[config.mk]
export PLATFORM = sky130hd
export DESIGN_NAME = circle_body_physics_step
export DESIGN_NICKNAME = d
export VERILOG_FILES = /design/src/rtl/cbps_pkg.sv /design/src/rtl/cbps_mul.sv /design/src/rtl/cbps_div.sv /design/src/rtl/circle_body_physics_step.sv
export SDC_FILE = /design/constraint.sdc
export NUM_CORES = 2
export LEC_CHECK = 0
export BUFFER_PORTS_ARGS = -buffer_cell sky130_fd_sc_hd__buf_4
export CAP_MARGIN = 20
export CORE_ASPECT_RATIO = 1.4
export CORE_MARGIN = 5
export CORE_UTILIZATION = 55
export DETAILED_ROUTE_END_ITERATION = 10
export PLACE_DENSITY = 0.71
export SLEW_MARGIN = 20
export SYNTH_ARGS = -nofsm -noshare
export SYNTH_HDL_FRONTEND = slang
export SYNTH_SLANG_ARGS = --single-unit
[constraint.sdc]
create_clock -name clk_i -period 31.1 [get_ports clk_i]
set_input_delay 0 -clock clk_i [delete_from_list [all_inputs] [get_ports clk_i]]
set_output_delay 0 -clock clk_i [all_outputs]
set_load 0.02 [all_outputs]
[src/rtl/cbps_pkg.sv]
// Shared types, constants and arithmetic helpers for the circle body physics step.
// Used by every module of the block; depends on nothing else.
package cbps_pkg;

  // Object store geometry.
  localparam int NUM_OBJECTS = 3;
  localparam int IDX_W       = 2;
  localparam int CNT_W       = $clog2(NUM_OBJECTS + 1);

  // Field widths.
  localparam int POS_W  = 20;
  localparam int VEL_W  = 22;
  localparam int CFG_W  = 16;
  localparam int CIDX_W = 3;

  // Shared multiplier and divider sizes.
  localparam int MUL_W  = 25;
  localparam int PROD_W = 2 * MUL_W;
  localparam int QW     = 24;
  localparam int QUOT_W = QW + 1;
  localparam int NUM_W  = 58;
  localparam int DEN_W  = 34;
  localparam int DCNT_W = $clog2(QW + 1);

  // Reset positions in Q12.8.
  localparam logic [POS_W-1:0] CENTER_X = POS_W'(900 * 256);
  localparam logic [POS_W-1:0] CENTER_Y = POS_W'(500 * 256);
  localparam logic [POS_W-1:0] LEFT_X   = POS_W'(700 * 256);
  localparam logic [POS_W-1:0] RIGHT_X  = POS_W'(1100 * 256);

  // Configuration register indexes.
  localparam logic [CIDX_W-1:0] CFG_TIME_STEP     = 3'd0;
  localparam logic [CIDX_W-1:0] CFG_FRICTION_KEEP = 3'd1;
  localparam logic [CIDX_W-1:0] CFG_EDGE_MARGIN   = 3'd2;
  localparam logic [CIDX_W-1:0] CFG_FIELD_WIDTH   = 3'd3;
  localparam logic [CIDX_W-1:0] CFG_FIELD_HEIGHT  = 3'd4;
  localparam logic [CIDX_W-1:0] CFG_CONTACT_DIST  = 3'd5;
  localparam logic [CIDX_W-1:0] CFG_KEY_SPEED     = 3'd6;
  localparam logic [CIDX_W-1:0] CFG_LOCAL_PLAYER  = 3'd7;

  // Key directions.
  localparam logic [1:0] DIR_UP    = 2'd0;
  localparam logic [1:0] DIR_DOWN  = 2'd1;
  localparam logic [1:0] DIR_LEFT  = 2'd2;
  localparam logic [1:0] DIR_RIGHT = 2'd3;

  typedef enum logic [1:0] {
    MODE_ADVANCE = 2'd0,
    MODE_LOAD    = 2'd1,
    MODE_KEY     = 2'd2,
    MODE_NONE    = 2'd3
  } mode_e;

  typedef enum logic [4:0] {
    ST_IDLE, ST_LOAD, ST_KEY, ST_BAD, ST_REPORT,
    ST_ADV_RD, ST_DMP_X, ST_DMP_Y, ST_DSP_X, ST_DSP_Y, ST_LIM, ST_LIM_WR,
    ST_CT_RD, ST_CT_SQX, ST_CT_SQY, ST_CT_CMP, ST_NOHIT,
    ST_EX_D, ST_EX_RED, ST_EX_DDX, ST_EX_DDY, ST_EX_PX, ST_EX_PY,
    ST_EX_NLO, ST_EX_NHI, ST_EX_NSUM, ST_EX_DIV, ST_HIT1, ST_HIT2
  } state_e;

  // Saturate a 26-bit signed sum to the velocity range.
  function automatic logic signed [VEL_W-1:0] sat_vel(input logic signed [25:0] v);
    logic signed [VEL_W-1:0] r;
    if (v > 26'sd2097151) begin
      r = 22'sd2097151;
    end else if (v < -26'sd2097152) begin
      r = -22'sd2097152;
    end else begin
      r = v[VEL_W-1:0];
    end
    return r;
  endfunction

  // Round half up of a product divided by 2^16.
  function automatic logic signed [PROD_W-17:0] rnd16(input logic signed [PROD_W-1:0] p);
    logic signed [PROD_W-1:0] t;
    t = p + PROD_W'(32768);
    return t[PROD_W-1:16];
  endfunction

  // Halve toward zero.
  function automatic logic signed [20:0] half_tz(input logic signed [20:0] v);
    logic signed [20:0] m;
    m = v[20] ? -v : v;
    m = m >>> 1;
    return v[20] ? -m : m;
  endfunction

  // Clamp a coordinate into [margin, size - margin] and then into the Q12.8 range.
  function automatic logic [POS_W-1:0] clamp_axis(input logic signed [23:0] p,
                                                  input logic [9:0] margin,
                                                  input logic [11:0] size);
    logic signed [25:0] v;
    logic signed [25:0] lo;
    logic signed [25:0] hi;
    logic signed [12:0] diff;
    diff = $signed({1'b0, size}) - $signed({3'b0, margin});
    lo   = $signed({8'b0, margin, 8'b0});
    hi   = $signed({{5{diff[12]}}, diff, 8'b0});
    v    = {{2{p[23]}}, p};
    if (v < lo) v = lo;
    if (v > hi) v = hi;
    if (v < 26'sd0) v = 26'sd0;
    if (v > 26'sd1048575) v = 26'sd1048575;
    return v[POS_W-1:0];
  endfunction

  // Reset x position of an object.
  function automatic logic [POS_W-1:0] reset_pos_x(input int k);
    logic [POS_W-1:0] r;
    if (k == (2 % NUM_OBJECTS)) begin
      r = RIGHT_X;
    end else if (k == 1) begin
      r = LEFT_X;
    end else begin
      r = CENTER_X;
    end
    return r;
  endfunction

endpackage

[src/rtl/cbps_mul.sv]
// Shared signed multiplier with a registered product.
// Uses cbps_pkg for operand widths.
module cbps_mul (
  input  logic                                 clk_i,
  input  logic signed [cbps_pkg::MUL_W-1:0]    a_i,
  input  logic signed [cbps_pkg::MUL_W-1:0]    b_i,
  output logic signed [cbps_pkg::PROD_W-1:0]   prod_o
);

  logic signed [cbps_pkg::PROD_W-1:0] prod_q;

  // One product per cycle, taken by the sequencer in the next state.
  always_ff @(posedge clk_i) begin
    prod_q <= a_i * b_i;
  end

  assign prod_o = prod_q;

endmodule

[src/rtl/cbps_div.sv]
// Restoring signed divider, one quotient bit per cycle, truncating toward zero.
// Uses cbps_pkg for widths; the quotient magnitude is known to fit in QW bits.
module cbps_div (
  input  logic                                clk_i,
  input  logic                                rst_ni,
  input  logic                                start_i,
  input  logic signed [cbps_pkg::NUM_W-1:0]   num_i,
  input  logic        [cbps_pkg::DEN_W-1:0]   den_i,
  output logic                                done_o,
  output logic signed [cbps_pkg::QUOT_W-1:0]  quot_o
);

  logic                              run_q;
  logic                              done_q;
  logic [cbps_pkg::DCNT_W-1:0]       cnt_q;
  logic [cbps_pkg::DEN_W-1:0]        rem_q;
  logic [cbps_pkg::QW-1:0]           low_q;
  logic [cbps_pkg::QW-1:0]           quo_q;
  logic [cbps_pkg::DEN_W-1:0]        den_q;
  logic                              neg_q;
  logic [cbps_pkg::NUM_W-1:0]        mag;
  logic [cbps_pkg::DEN_W:0]          shifted;
  logic [cbps_pkg::DEN_W+1:0]        diff;
  logic                              ge;

  // Magnitude of the dividend and one trial subtraction.
  always_comb begin
    mag     = num_i[cbps_pkg::NUM_W-1] ? cbps_pkg::NUM_W'(-num_i) : cbps_pkg::NUM_W'(num_i);
    shifted = {rem_q, low_q[cbps_pkg::QW-1]};
    diff    = {1'b0, shifted} - {2'b0, den_q};
    ge      = ~diff[cbps_pkg::DEN_W+1];
  end

  // Control.
  always_ff @(posedge clk_i or negedge rst_ni) begin
    if (!rst_ni) begin
      run_q  <= 1'b0;
      done_q <= 1'b0;
      cnt_q  <= '0;
    end else begin
      done_q <= 1'b0;
      if (start_i) begin
        run_q <= 1'b1;
        cnt_q <= cbps_pkg::DCNT_W'(cbps_pkg::QW);
      end else if (run_q) begin
        cnt_q <= cnt_q - 1'b1;
        if (cnt_q == cbps_pkg::DCNT_W'(1)) begin
          run_q  <= 1'b0;
          done_q <= 1'b1;
        end
      end
    end
  end

  // Partial remainder and quotient.
  always_ff @(posedge clk_i) begin
    if (start_i) begin
      rem_q <= mag[cbps_pkg::NUM_W-1:cbps_pkg::QW];
      low_q <= mag[cbps_pkg::QW-1:0];
      quo_q <= '0;
      den_q <= den_i;
      neg_q <= num_i[cbps_pkg::NUM_W-1];
    end else if (run_q) begin
      rem_q <= ge ? diff[cbps_pkg::DEN_W-1:0] : shifted[cbps_pkg::DEN_W-1:0];
      low_q <= {low_q[cbps_pkg::QW-2:0], 1'b0};
      quo_q <= {quo_q[cbps_pkg::QW-2:0], ge};
    end
  end

  assign done_o = done_q;
  assign quot_o = neg_q ? -$signed({1'b0, quo_q}) : $signed({1'b0, quo_q});

endmodule

[src/rtl/circle_body_physics_step.sv]
// A bad index, a load, a key and an advance without contact each give one result strobe.
// A contact gives two results: with coincident centers it needs no division, else it
// mostly waits on the two divisions on the shared divider; the partner's result follows
// in the next cycle.
// busy_o drops in the cycle of the last result, so the next transfer can come at the edge
// ending it. Results cannot be stalled; reset restores the registers and object states.
module circle_body_physics_step (
  input  logic                                 clk_i,
  input  logic                                 rst_ni,
  input  logic                                 start_i,
  output logic                                 busy_o,
  input  logic                                 cfg_we_i,
  input  logic [cbps_pkg::CIDX_W-1:0]          cfg_idx_i,
  input  logic [cbps_pkg::CFG_W-1:0]           cfg_data_i,
  input  logic [1:0]                           mode_i,
  input  logic [1:0]                           object_i,
  input  logic [cbps_pkg::POS_W-1:0]           load_x_i,
  input  logic [cbps_pkg::POS_W-1:0]           load_y_i,
  input  logic signed [cbps_pkg::VEL_W-1:0]    load_vx_i,
  input  logic signed [cbps_pkg::VEL_W-1:0]    load_vy_i,
  input  logic [1:0]                           direction_i,
  output logic                                 valid_o,
  output logic [1:0]                           reported_object_o,
  output logic [cbps_pkg::POS_W-1:0]           pos_x_o,
  output logic [cbps_pkg::POS_W-1:0]           pos_y_o,
  output logic signed [cbps_pkg::VEL_W-1:0]    vel_x_o,
  output logic signed [cbps_pkg::VEL_W-1:0]    vel_y_o,
  output logic                                 collided_o,
  output logic                                 last_o
);

  localparam int N  = cbps_pkg::NUM_OBJECTS;
  localparam int IW = cbps_pkg::IDX_W;
  localparam int PW = cbps_pkg::POS_W;
  localparam int VW = cbps_pkg::VEL_W;
  localparam int MW = cbps_pkg::MUL_W;
  localparam int RW = cbps_pkg::PROD_W;

  // Configuration registers.
  logic [15:0] time_step_q, friction_keep_q;
  logic [9:0]  edge_margin_q, contact_distance_q;
  logic [11:0] field_width_q, field_height_q;
  logic [12:0] key_speed_q;
  logic [1:0]  local_player_q;

  always_ff @(posedge clk_i or negedge rst_ni) begin
    if (!rst_ni) begin
      time_step_q        <= 16'd1049;
      friction_keep_q    <= 16'd64278;
      edge_margin_q      <= 10'd70;
      field_width_q      <= 12'd1800;
      field_height_q     <= 12'd1000;
      contact_distance_q <= 10'd60;
      key_speed_q        <= 13'd400;
      local_player_q     <= 2'd1;
    end else if (cfg_we_i) begin
      unique case (cfg_idx_i)
        cbps_pkg::CFG_TIME_STEP:     time_step_q        <= cfg_data_i;
        cbps_pkg::CFG_FRICTION_KEEP: friction_keep_q    <= cfg_data_i;
        cbps_pkg::CFG_EDGE_MARGIN:   edge_margin_q      <= cfg_data_i[9:0];
        cbps_pkg::CFG_FIELD_WIDTH:   field_width_q      <= cfg_data_i[11:0];
        cbps_pkg::CFG_FIELD_HEIGHT:  field_height_q     <= cfg_data_i[11:0];
        cbps_pkg::CFG_CONTACT_DIST:  contact_distance_q <= cfg_data_i[9:0];
        cbps_pkg::CFG_KEY_SPEED:     key_speed_q        <= cfg_data_i[12:0];
        cbps_pkg::CFG_LOCAL_PLAYER:  local_player_q     <= cfg_data_i[1:0];
        default: ;
      endcase
    end
  end

  // Object store: one read port and one write port.
  logic [PW-1:0]        pos_x_q [N];
  logic [PW-1:0]        pos_y_q [N];
  logic signed [VW-1:0] vel_x_q [N];
  logic signed [VW-1:0] vel_y_q [N];

  logic [IW-1:0]        rd_idx, wr_idx;
  logic                 we_pos, we_vx, we_vy;
  logic [PW-1:0]        wd_px, wd_py, rd_px, rd_py;
  logic signed [VW-1:0] wd_vx, wd_vy, rd_vx, rd_vy;

  always_ff @(posedge clk_i or negedge rst_ni) begin
    if (!rst_ni) begin
      for (int k = 0; k < N; k++) begin
        pos_x_q[k] <= cbps_pkg::reset_pos_x(k);
        pos_y_q[k] <= cbps_pkg::CENTER_Y;
        vel_x_q[k] <= '0;
        vel_y_q[k] <= '0;
      end
    end else begin
      for (int k = 0; k < N; k++) begin
        if (wr_idx == IW'(k)) begin
          if (we_pos) begin
            pos_x_q[k] <= wd_px;
            pos_y_q[k] <= wd_py;
          end
          if (we_vx) vel_x_q[k] <= wd_vx;
          if (we_vy) vel_y_q[k] <= wd_vy;
        end
      end
    end
  end

  always_comb begin
    rd_px = '0;
    rd_py = '0;
    rd_vx = '0;
    rd_vy = '0;
    for (int k = 0; k < N; k++) begin
      if (rd_idx == IW'(k)) begin
        rd_px = pos_x_q[k];
        rd_py = pos_y_q[k];
        rd_vx = vel_x_q[k];
        rd_vy = vel_y_q[k];
      end
    end
  end

  // Sequencer and working registers.
  cbps_pkg::state_e state_q, state_d;

  logic [1:0]                    dir_q;
  logic [IW-1:0]                 i_q, rpt_q;
  logic [cbps_pkg::CNT_W-1:0]    j_q;
  logic [PW-1:0]                 ldx_q, ldy_q;
  logic signed [VW-1:0]          ldvx_q, ldvy_q;
  logic [PW-1:0]                 wpx_q, wpy_q, ox_q, oy_q;
  logic signed [VW-1:0]          wvx_q, wvy_q, ovx_q, ovy_q;
  logic signed [23:0]            cx_q, cy_q, ex_q, ey_q;
  logic signed [RW-1:0]          acc_q;
  logic [35:0]                   lim_q;
  logic signed [20:0]            dx_q, dy_q;
  logic signed [22:0]            rx_q, ry_q;
  logic [cbps_pkg::DEN_W-1:0]    dd_q;
  logic signed [40:0]            p_q;
  logic signed [cbps_pkg::QUOT_W-1:0] dlx_q, dly_q;
  logic                          ax_q;

  logic signed [MW-1:0]          mul_a, mul_b;
  logic signed [RW-1:0]          prod;
  logic                          div_start, div_done;
  logic signed [cbps_pkg::NUM_W-1:0]  div_num;
  logic signed [cbps_pkg::QUOT_W-1:0] div_quot;

  logic                          obj_ok, lp_ok, too_far, coincident, in_contact;
  logic [50:0]                   sq_sum;
  logic signed [MW-1:0]          d_sel;
  logic signed [cbps_pkg::PROD_W-17:0] rnd;

  logic                          out_ld, out_coll, out_last;
  logic [IW-1:0]                 out_idx;
  logic [PW-1:0]                 out_px, out_py;
  logic signed [VW-1:0]          out_vx, out_vy;

  logic                          valid_q, coll_q, last_q;
  logic [IW-1:0]                 oidx_q;
  logic [PW-1:0]                 opx_q, opy_q;
  logic signed [VW-1:0]          ovx_out_q, ovy_out_q;

  cbps_mul u_mul (
    .clk_i  (clk_i),
    .a_i    (mul_a),
    .b_i    (mul_b),
    .prod_o (prod)
  );

  cbps_div u_div (
    .clk_i   (clk_i),
    .rst_ni  (rst_ni),
    .start_i (div_start),
    .num_i   (div_num),
    .den_i   (dd_q),
    .done_o  (div_done),
    .quot_o  (div_quot)
  );

  // Decoded conditions.
  always_comb begin
    obj_ok     = (32'(object_i) < N);
    lp_ok      = (32'(local_player_q) < N);
    too_far    = (dx_q >= 21'sd65536) || (dx_q <= -21'sd65536) ||
                 (dy_q >= 21'sd65536) || (dy_q <= -21'sd65536);
    coincident = (dx_q == '0) && (dy_q == '0);
    sq_sum     = 51'(unsigned'(acc_q)) + 51'(unsigned'(prod));
    in_contact = (sq_sum <= {15'b0, lim_q});
    rnd        = cbps_pkg::rnd16(prod);
    d_sel      = ax_q ? MW'(dy_q) : MW'(dx_q);
    div_num    = $signed({prod[36:0], 21'b0}) + cbps_pkg::NUM_W'(acc_q);
  end

  // Next state.
  always_comb begin
    state_d = state_q;
    unique case (state_q)
      cbps_pkg::ST_IDLE: begin
        if (start_i) begin
          unique case (cbps_pkg::mode_e'(mode_i))
            cbps_pkg::MODE_ADVANCE: state_d = obj_ok ? cbps_pkg::ST_ADV_RD : cbps_pkg::ST_BAD;
            cbps_pkg::MODE_LOAD:    state_d = obj_ok ? cbps_pkg::ST_LOAD : cbps_pkg::ST_BAD;
            cbps_pkg::MODE_KEY:     state_d = lp_ok ? cbps_pkg::ST_KEY : cbps_pkg::ST_BAD;
            cbps_pkg::MODE_NONE:    state_d = cbps_pkg::ST_IDLE;
          endcase
        end
      end
      cbps_pkg::ST_LOAD:   state_d = cbps_pkg::ST_REPORT;
      cbps_pkg::ST_KEY:    state_d = cbps_pkg::ST_REPORT;
      cbps_pkg::ST_BAD:    state_d = cbps_pkg::ST_IDLE;
      cbps_pkg::ST_REPORT: state_d = cbps_pkg::ST_IDLE;
      cbps_pkg::ST_ADV_RD: state_d = cbps_pkg::ST_DMP_X;
      cbps_pkg::ST_DMP_X:  state_d = cbps_pkg::ST_DMP_Y;
      cbps_pkg::ST_DMP_Y:  state_d = cbps_pkg::ST_DSP_X;
      cbps_pkg::ST_DSP_X:  state_d = cbps_pkg::ST_DSP_Y;
      cbps_pkg::ST_DSP_Y:  state_d = cbps_pkg::ST_LIM;
      cbps_pkg::ST_LIM:    state_d = cbps_pkg::ST_LIM_WR;
      cbps_pkg::ST_LIM_WR: state_d = cbps_pkg::ST_CT_RD;
      cbps_pkg::ST_CT_RD: begin
        if (j_q == cbps_pkg::CNT_W'(N)) begin
          state_d = cbps_pkg::ST_NOHIT;
        end else if (j_q[IW-1:0] != i_q) begin
          state_d = cbps_pkg::ST_CT_SQX;
        end
      end
      cbps_pkg::ST_CT_SQX: state_d = cbps_pkg::ST_CT_SQY;
      cbps_pkg::ST_CT_SQY: state_d = cbps_pkg::ST_CT_CMP;
      cbps_pkg::ST_CT_CMP: state_d = in_contact ? cbps_pkg::ST_EX_D : cbps_pkg::ST_CT_RD;
      cbps_pkg::ST_NOHIT:  state_d = cbps_pkg::ST_IDLE;
      cbps_pkg::ST_EX_D:   state_d = cbps_pkg::ST_EX_RED;
      cbps_pkg::ST_EX_RED: begin
        if (!too_far) begin
          state_d = coincident ? cbps_pkg::ST_HIT1 : cbps_pkg::ST_EX_DDX;
        end
      end
      cbps_pkg::ST_EX_DDX:  state_d = cbps_pkg::ST_EX_DDY;
      cbps_pkg::ST_EX_DDY:  state_d = cbps_pkg::ST_EX_PX;
      cbps_pkg::ST_EX_PX:   state_d = cbps_pkg::ST_EX_PY;
      cbps_pkg::ST_EX_PY:   state_d = cbps_pkg::ST_EX_NLO;
      cbps_pkg::ST_EX_NLO:  state_d = cbps_pkg::ST_EX_NHI;
      cbps_pkg::ST_EX_NHI:  state_d = cbps_pkg::ST_EX_NSUM;
      cbps_pkg::ST_EX_NSUM: state_d = cbps_pkg::ST_EX_DIV;
      cbps_pkg::ST_EX_DIV: begin
        if (div_done) begin
          state_d = ax_q ? cbps_pkg::ST_HIT1 : cbps_pkg::ST_EX_NLO;
        end
      end
      cbps_pkg::ST_HIT1: state_d = cbps_pkg::ST_HIT2;
      cbps_pkg::ST_HIT2: state_d = cbps_pkg::ST_IDLE;
      default:           state_d = cbps_pkg::ST_IDLE;
    endcase
  end

  // Control outputs: store ports, multiplier operands, divider start, result load.
  always_comb begin
    rd_idx    = rpt_q;
    wr_idx    = i_q;
    we_pos    = 1'b0;
    we_vx     = 1'b0;
    we_vy     = 1'b0;
    wd_px     = ldx_q;
    wd_py     = ldy_q;
    wd_vx     = ldvx_q;
    wd_vy     = ldvy_q;
    mul_a     = '0;
    mul_b     = '0;
    div_start = 1'b0;
    out_ld    = 1'b0;
    out_idx   = rpt_q;
    out_px    = '0;
    out_py    = '0;
    out_vx    = '0;
    out_vy    = '0;
    out_coll  = 1'b0;
    out_last  = 1'b1;
    unique case (state_q)
      cbps_pkg::ST_LOAD: begin
        we_pos = (i_q != local_player_q);
        we_vx  = (i_q != local_player_q);
        we_vy  = (i_q != local_player_q);
      end
      cbps_pkg::ST_KEY: begin
        wr_idx = local_player_q;
        wd_vx  = (dir_q == cbps_pkg::DIR_LEFT) ? -$signed({1'b0, key_speed_q, 8'b0})
                                               : $signed({1'b0, key_speed_q, 8'b0});
        wd_vy  = (dir_q == cbps_pkg::DIR_UP) ? -$signed({1'b0, key_speed_q, 8'b0})
                                             : $signed({1'b0, key_speed_q, 8'b0});
        we_vx  = (dir_q == cbps_pkg::DIR_LEFT) || (dir_q == cbps_pkg::DIR_RIGHT);
        we_vy  = (dir_q == cbps_pkg::DIR_UP) || (dir_q == cbps_pkg::DIR_DOWN);
      end
      cbps_pkg::ST_BAD: begin
        out_ld = 1'b1;
      end
      cbps_pkg::ST_REPORT: begin
        out_ld = 1'b1;
        out_px = rd_px;
        out_py = rd_py;
        out_vx = rd_vx;
        out_vy = rd_vy;
      end
      cbps_pkg::ST_ADV_RD: rd_idx = i_q;
      cbps_pkg::ST_DMP_X: begin
        mul_a = MW'(wvx_q);
        mul_b = $signed({9'b0, friction_keep_q});
      end
      cbps_pkg::ST_DMP_Y: begin
        mul_a = MW'(wvy_q);
        mul_b = $signed({9'b0, friction_keep_q});
      end
      cbps_pkg::ST_DSP_X: begin
        mul_a = MW'(wvx_q);
        mul_b = $signed({9'b0, time_step_q});
      end
      cbps_pkg::ST_DSP_Y: begin
        mul_a = MW'(wvy_q);
        mul_b = $signed({9'b0, time_step_q});
      end
      cbps_pkg::ST_LIM: begin
        mul_a = $signed({15'b0, contact_distance_q});
        mul_b = $signed({15'b0, contact_distance_q});
      end
      cbps_pkg::ST_CT_RD: rd_idx = j_q[IW-1:0];
      cbps_pkg::ST_CT_SQX: begin
        mul_a = MW'(ex_q);
        mul_b = MW'(ex_q);
      end
      cbps_pkg::ST_CT_SQY: begin
        mul_a = MW'(ey_q);
        mul_b = MW'(ey_q);
      end
      cbps_pkg::ST_NOHIT: begin
        we_pos   = 1'b1;
        we_vx    = 1'b1;
        we_vy    = 1'b1;
        wd_px    = cbps_pkg::clamp_axis(cx_q, edge_margin_q, field_width_q);
        wd_py    = cbps_pkg::clamp_axis(cy_q, edge_margin_q, field_height_q);
        wd_vx    = wvx_q;
        wd_vy    = wvy_q;
        out_ld   = 1'b1;
        out_idx  = i_q;
        out_px   = wd_px;
        out_py   = wd_py;
        out_vx   = wd_vx;
        out_vy   = wd_vy;
      end
      cbps_pkg::ST_EX_RED: begin
        mul_a = MW'(dx_q);
        mul_b = MW'(dx_q);
      end
      cbps_pkg::ST_EX_DDX: begin
        mul_a = MW'(dy_q);
        mul_b = MW'(dy_q);
      end
      cbps_pkg::ST_EX_DDY: begin
        mul_a = MW'(rx_q);
        mul_b = MW'(dx_q);
      end
      cbps_pkg::ST_EX_PX: begin
        mul_a = MW'(ry_q);
        mul_b = MW'(dy_q);
      end
      cbps_pkg::ST_EX_NLO: begin
        mul_a = $signed({4'b0, p_q[20:0]});
        mul_b = d_sel;
      end
      cbps_pkg::ST_EX_NHI: begin
        mul_a = MW'($signed(p_q[40:21]));
        mul_b = d_sel;
      end
      cbps_pkg::ST_EX_NSUM: div_start = 1'b1;
      cbps_pkg::ST_HIT1: begin
        we_pos   = 1'b1;
        we_vx    = 1'b1;
        we_vy    = 1'b1;
        wd_px    = cbps_pkg::clamp_axis($signed({4'b0, wpx_q}), edge_margin_q, field_width_q);
        wd_py    = cbps_pkg::clamp_axis($signed({4'b0, wpy_q}), edge_margin_q, field_height_q);
        wd_vx    = cbps_pkg::sat_vel(26'(wvx_q) + 26'(dlx_q));
        wd_vy    = cbps_pkg::sat_vel(26'(wvy_q) + 26'(dly_q));
        out_ld   = 1'b1;
        out_idx  = i_q;
        out_px   = wd_px;
        out_py   = wd_py;
        out_vx   = wd_vx;
        out_vy   = wd_vy;
        out_coll = 1'b1;
        out_last = 1'b0;
      end
      cbps_pkg::ST_HIT2: begin
        wr_idx   = j_q[IW-1:0];
        we_vx    = 1'b1;
        we_vy    = 1'b1;
        wd_vx    = cbps_pkg::sat_vel(26'(ovx_q) - 26'(dlx_q));
        wd_vy    = cbps_pkg::sat_vel(26'(ovy_q) - 26'(dly_q));
        out_ld   = 1'b1;
        out_idx  = j_q[IW-1:0];
        out_px   = ox_q;
        out_py   = oy_q;
        out_vx   = wd_vx;
        out_vy   = wd_vy;
        out_coll = 1'b1;
      end
      default: ;
    endcase
  end

  // State and loop control.
  always_ff @(posedge clk_i or negedge rst_ni) begin
    if (!rst_ni) begin
      state_q <= cbps_pkg::ST_IDLE;
      j_q     <= '0;
      ax_q    <= 1'b0;
      valid_q <= 1'b0;
    end else begin
      state_q <= state_d;
      valid_q <= out_ld;
      if (state_q == cbps_pkg::ST_LIM_WR) begin
        j_q <= '0;
      end else if ((state_q == cbps_pkg::ST_CT_RD && j_q != cbps_pkg::CNT_W'(N) &&
                    j_q[IW-1:0] == i_q) ||
                   (state_q == cbps_pkg::ST_CT_CMP && !in_contact)) begin
        j_q <= j_q + 1'b1;
      end
      if (state_q == cbps_pkg::ST_EX_PY) begin
        ax_q <= 1'b0;
      end else if (state_q == cbps_pkg::ST_EX_DIV && div_done) begin
        ax_q <= 1'b1;
      end
    end
  end

  // Working data registers.
  always_ff @(posedge clk_i) begin
    if (state_q == cbps_pkg::ST_IDLE && start_i) begin
      dir_q  <= direction_i;
      i_q    <= object_i;
      rpt_q  <= (cbps_pkg::mode_e'(mode_i) == cbps_pkg::MODE_KEY) ? local_player_q : object_i;
      ldx_q  <= load_x_i;
      ldy_q  <= load_y_i;
      ldvx_q <= load_vx_i;
      ldvy_q <= load_vy_i;
    end
    unique case (state_q)
      cbps_pkg::ST_ADV_RD: begin
        wpx_q <= rd_px;
        wpy_q <= rd_py;
        wvx_q <= rd_vx;
        wvy_q <= rd_vy;
      end
      cbps_pkg::ST_DMP_Y: wvx_q <= rnd[VW-1:0];
      cbps_pkg::ST_DSP_X: wvy_q <= rnd[VW-1:0];
      cbps_pkg::ST_DSP_Y: cx_q <= $signed({4'b0, wpx_q}) + 24'($signed(rnd[22:0]));
      cbps_pkg::ST_LIM:   cy_q <= $signed({4'b0, wpy_q}) + 24'($signed(rnd[22:0]));
      cbps_pkg::ST_LIM_WR: lim_q <= {prod[19:0], 16'b0};
      cbps_pkg::ST_CT_RD: begin
        ex_q  <= cx_q - $signed({4'b0, rd_px});
        ey_q  <= cy_q - $signed({4'b0, rd_py});
        ox_q  <= rd_px;
        oy_q  <= rd_py;
        ovx_q <= rd_vx;
        ovy_q <= rd_vy;
      end
      cbps_pkg::ST_CT_SQY: acc_q <= prod;
      cbps_pkg::ST_EX_D: begin
        dx_q  <= $signed({1'b0, ox_q}) - $signed({1'b0, wpx_q});
        dy_q  <= $signed({1'b0, oy_q}) - $signed({1'b0, wpy_q});
        rx_q  <= 23'(ovx_q) - 23'(wvx_q);
        ry_q  <= 23'(ovy_q) - 23'(wvy_q);
        dlx_q <= '0;
        dly_q <= '0;
      end
      cbps_pkg::ST_EX_RED: begin
        if (too_far) begin
          dx_q <= cbps_pkg::half_tz(dx_q);
          dy_q <= cbps_pkg::half_tz(dy_q);
        end
      end
      cbps_pkg::ST_EX_DDX: acc_q <= prod;
      cbps_pkg::ST_EX_DDY: dd_q  <= acc_q[33:0] + prod[33:0];
      cbps_pkg::ST_EX_PX:  acc_q <= prod;
      cbps_pkg::ST_EX_PY:  p_q   <= acc_q[40:0] + prod[40:0];
      cbps_pkg::ST_EX_NHI: acc_q <= prod;
      cbps_pkg::ST_EX_DIV: begin
        if (div_done) begin
          if (ax_q) dly_q <= div_quot;
          else      dlx_q <= div_quot;
        end
      end
      default: ;
    endcase
  end

  // Result register: each result is shown for one cycle.
  always_ff @(posedge clk_i or negedge rst_ni) begin
    if (!rst_ni) begin
      coll_q    <= 1'b0;
      last_q    <= 1'b0;
      oidx_q    <= '0;
      opx_q     <= '0;
      opy_q     <= '0;
      ovx_out_q <= '0;
      ovy_out_q <= '0;
    end else if (out_ld) begin
      coll_q    <= out_coll;
      last_q    <= out_last;
      oidx_q    <= out_idx;
      opx_q     <= out_px;
      opy_q     <= out_py;
      ovx_out_q <= out_vx;
      ovy_out_q <= out_vy;
    end
  end

  assign busy_o            = (state_q != cbps_pkg::ST_IDLE);
  assign valid_o           = valid_q;
  assign reported_object_o = oidx_q;
  assign pos_x_o           = opx_q;
  assign pos_y_o           = opy_q;
  assign vel_x_o           = ovx_out_q;
  assign vel_y_o           = ovy_out_q;
  assign collided_o        = coll_q;
  assign last_o            = last_q;

endmodule

==> run summary <==
sequential fraction of the synthesis area -> 34.65%
largest cells by area after synthesis -> edfxtp_1 (22%), fa_1 (13%), dfrtp_1 (9.5%)
async set-or-reset flop fraction in the synthesized netlist -> 35.73%
Final Cell Area -> 112,000 sq um
Worst setup EP type -> register
Tcrit/Tclk final -> 38.28%
Initial Util -> 55.21%
Sequential Power Share -> 28.1%
worst rel slew slack -> 19.51%
reg-to-reg critical path endpoint -> u_mul.prod_o[49]$_DFF_P_
worst slack at placement -> 19.30 ns
io pins -> 203
Area growth syn-to-layout -> 11.96%
HPWL Detailed -> 286.0 mm
Cell Area, Placed -> 105,100 sq um
die area -> 190,700 sq um
WHS Path Cells -> 3
pwr/cell area -> 84.24 nW/um^2
Post-CTS Repair Setup Buffers -> 0
PortBufs -> 202
Avg Cell Area, Syn -> 9.571 sq um
reg2reg setup slack -> 19.20 ns
post-synth cell types -> 113
RSZ-0062 raised after global routing -> false
status -> completed
Synth Instances -> 10,460
Synth top area share -> 21.91%
fill cell count -> 15,130
Syn Nets -> 11,900
Most common cell on crit path -> fa_1
clock latency on the worst-skew pair -> 0.83 ns
setup TNS -> 0 ns
Clk pin slew, worst setup/hold paths -> 0.06 ns
Rows -> 185
R2R depth -> 34
routed wire length -> 369.5 mm
grt total ovfl -> 0
clock power share -> 18.7%
die span in y -> 514.7 um
Max FO, Critical Path -> 32
fraction of layout cells with a size suffix above 1 -> 9.615%
count leader, synth -> nand2_1
Worst VDD drop -> 0.06575 mV
Total GRT Usage -> 38.25%
hold_sp -> cfg_data_i[15]
# nets final -> 12,230
die width -> 370.5 um
Pre-antenna DRT Iters -> 9
Sw Ratio -> 46.45%
root buf cell -> clkbuf_16
GPL Wtd Cong -> 1.021
Critical Path Source Type -> register
DRC errors left -> 0
via count -> 84,440
commonest cells in the synthesized netlist -> nand2_1 (1,187), inv_1 (1,185), nor2_1 (887)
P_int -> 5.054 mW
Hold WC Path Type -> input pin to register
Avg WL per Cell -> 27.70 um
global-route wire length before repair -> 542.7 mm
H-tree levels -> 4
slowest cell on the critical path -> fa_1
clk sink count -> 1,251
Hold EP -> friction_keep_q[15]$_DFFE_PN1P_
Critical Path AT -> 12.55 ns
worst slew pin tran -> 1.195 ns
Max Transition Viols Final -> 0
core box area -> 181,200 sq um
vias in the first global route -> 84,270
CTS tree -> yes
max_cap viols -> 0
Synth Flop Type -> edfxtp_1
vias per cell -> 6.330
Logic pwr share -> 53.3%
worst setup margin -> 19.20 ns
number of buffers created by CTS -> 134
largest net degree at the start of global routing -> 155
min Tclk post-route -> 11.90 ns
Synth Warn # -> 0
Post-synth EDFFs -> 730
largest area contributor in the netlist -> edfxtp_1
Final setup viols -> 0
initial antenna violation count -> 11
# resized after CTS -> 0
clk buf depth -> 3
flops & latches, synth -> 1,251
Worst EP required -> 31.75 ns
initial drt markers -> 8,891
maximum clock frequency -> 84.01 MHz
Post-DRT Antenna Nets -> 0
Final Skew -> 0.1029 ns
total net switching power -> 4.384 mW
Reg-to-Reg Start -> state_q[3]$_DFFE_PN0P_
CP max stage delay -> 0.82 ns
Post-Synthesis Cell Area -> 100,100 sq um
LEAKAGE -> 50.03 nW
CP Class -> register to register
final hold viol count -> 0
layout by cell type, fill, tap and decap left out, drive strengths merged, types with 62 or more instances in the layout:
cell type / Yosys / routed
a211oi: 69 / 69
a21o: 179 / 179
a21oi: 519 / 519
a222oi: 63 / 63
a22oi: 112 / 112
a31oi: 62 / 62
and3: 71 / 71
buf: 38 / 429
clkbuf: 400 / 165
dfrtp: 380 / 380
dfstp: 67 / 67
dfxtp: 74 / 74
dlygate4sd3: 0 / 206
edfxtp: 730 / 730
fa: 660 / 660
ha: 670 / 670
inv: 1187 / 1198
mux2: 178 / 178
mux2i: 151 / 151
nand2: 1187 / 1187
nand2b: 92 / 92
nand3: 170 / 170
nor2: 887 / 887
nor2b: 109 / 109
nor3: 151 / 151
o211ai: 80 / 80
o21a: 73 / 73
o21ai: 555 / 555
o31ai: 108 / 108
or3: 66 / 66
xnor2: 356 / 356
xor2: 189 / 189
cells by family (layout without fill, tap and decap cells):
kind of cell	after synthesis	in the layout	synth area share (%)
DFF	1251	1251	34.65
and+or+nand+nor	3035	3035	13.63
adders and majority gates	1330	1330	21.58
muxes	329	329	3.513
xor gates and xnor gates	545	545	4.789
buffers and inverters	1628	2072	6.178
AOI/OAI and AO/OA	2338	2338	15.67
other	0	9	0
through the flow:
stage / hold slack, ns / cells / total power, mW / utilization, %
after detailed placement: 0.07718 / 12880 / 7.548 / 57.99
final: 0.09635 / 13340 / 9.439 / 61.82
after CTS: 0.03937 / 13330 / 9.350 / 61.80
after global routing: 0.08812 / 13330 / 9.949 / 61.81
after global placement: 0.06726 / 12870 / 7.446 / 57.99
after floorplan: -0.2956 / 10460 / 5.689 / -
layer usage:
layer  global-route usage [%]  vias to the layer above  part of all wire [%]  routed length (um)
li1                         -                    37120                     -                   -
met1                    47.00                    41760                    37              135500
met2                    61.74                     4407                    46              170200
met3                    7.121                     1146                   8.8               32520
met4                    25.33                        2                   8.5               31250
met5                        0                        -                0.0054                  20
cell type report:
class	instances	area [sq um]	area share, %
Multi-Input combinational cell	7577	59700	53.28
Inverter	1188	4459	3.980
Timing Repair Buffer	635	5343	4.768
Sequential cell	1251	34670	30.94
Tap cell	2431	3042	2.715
Clock inverter	84	1225	1.093
Antenna cell	9	22.52	0.02010
Clock buffer	165	3581	3.196
power by group through the flow:
stage	Sequential [mW]	Combinational, mW	Clock [mW]
final	2.65	5.03	1.76
after global routing	2.67	5.44	1.84
after CTS	2.63	4.94	1.78
after detailed placement	2.66	4.89	0
after global placement	2.65	4.80	0
after floorplan	2.56	3.13	0
critical path, delay by kind of cell (launching register included):
| family | cells | cell delay, ns |
|---|---|---|
| DFF | 1 | 0.81 |
| AOI/OAI and AO/OA | 10 | 2.81 |
| buffers and inverters | 6 | 0.92 |
| adders and majority gates | 8 | 4.26 |
| xor gates and xnor gates | 1 | 0.10 |
| and+or+nand+nor | 9 | 2.81 |
timing repair:
action	in CTS	in global routing
hold buffers	207	0
endpoints found under the hold margin	359	0
endpoints found under the setup margin	0	0
state kept, by name, indices dropped and copies added, names as in the netlist, 34 cells and up:
signal,flops
vel_y_q,66
u_mul.prod_o,50
p_q,41
acc_q,50
vel_x_q,66
pos_x_q,60
u_div.rem_q,34
dd_q,34
pos_y_q,60
u_div.den_q,34
worst max path at each step:
stage          cells after the start                   start                       end  slack [ns]
6_report                          34  state_q[3]$_DFFE_PN0P_  u_mul.prod_o[49]$_DFF_P_       19.20
5_1_grt                           34  state_q[3]$_DFFE_PN0P_  u_mul.prod_o[49]$_DFF_P_       18.42
4_1_cts                           34  state_q[3]$_DFFE_PN0P_  u_mul.prod_o[49]$_DFF_P_       19.26
3_5_place_dp                      34  state_q[3]$_DFFE_PN0P_  u_mul.prod_o[49]$_DFF_P_       19.30
3_3_place_gp                      34  state_q[3]$_DFFE_PN0P_  u_mul.prod_o[49]$_DFF_P_       19.44
2_1_floorplan                     25  state_q[1]$_DFFE_PN0P_        ey_q[20]$_DFFE_PP_       19.59
(Power assumes the default switching activity.)
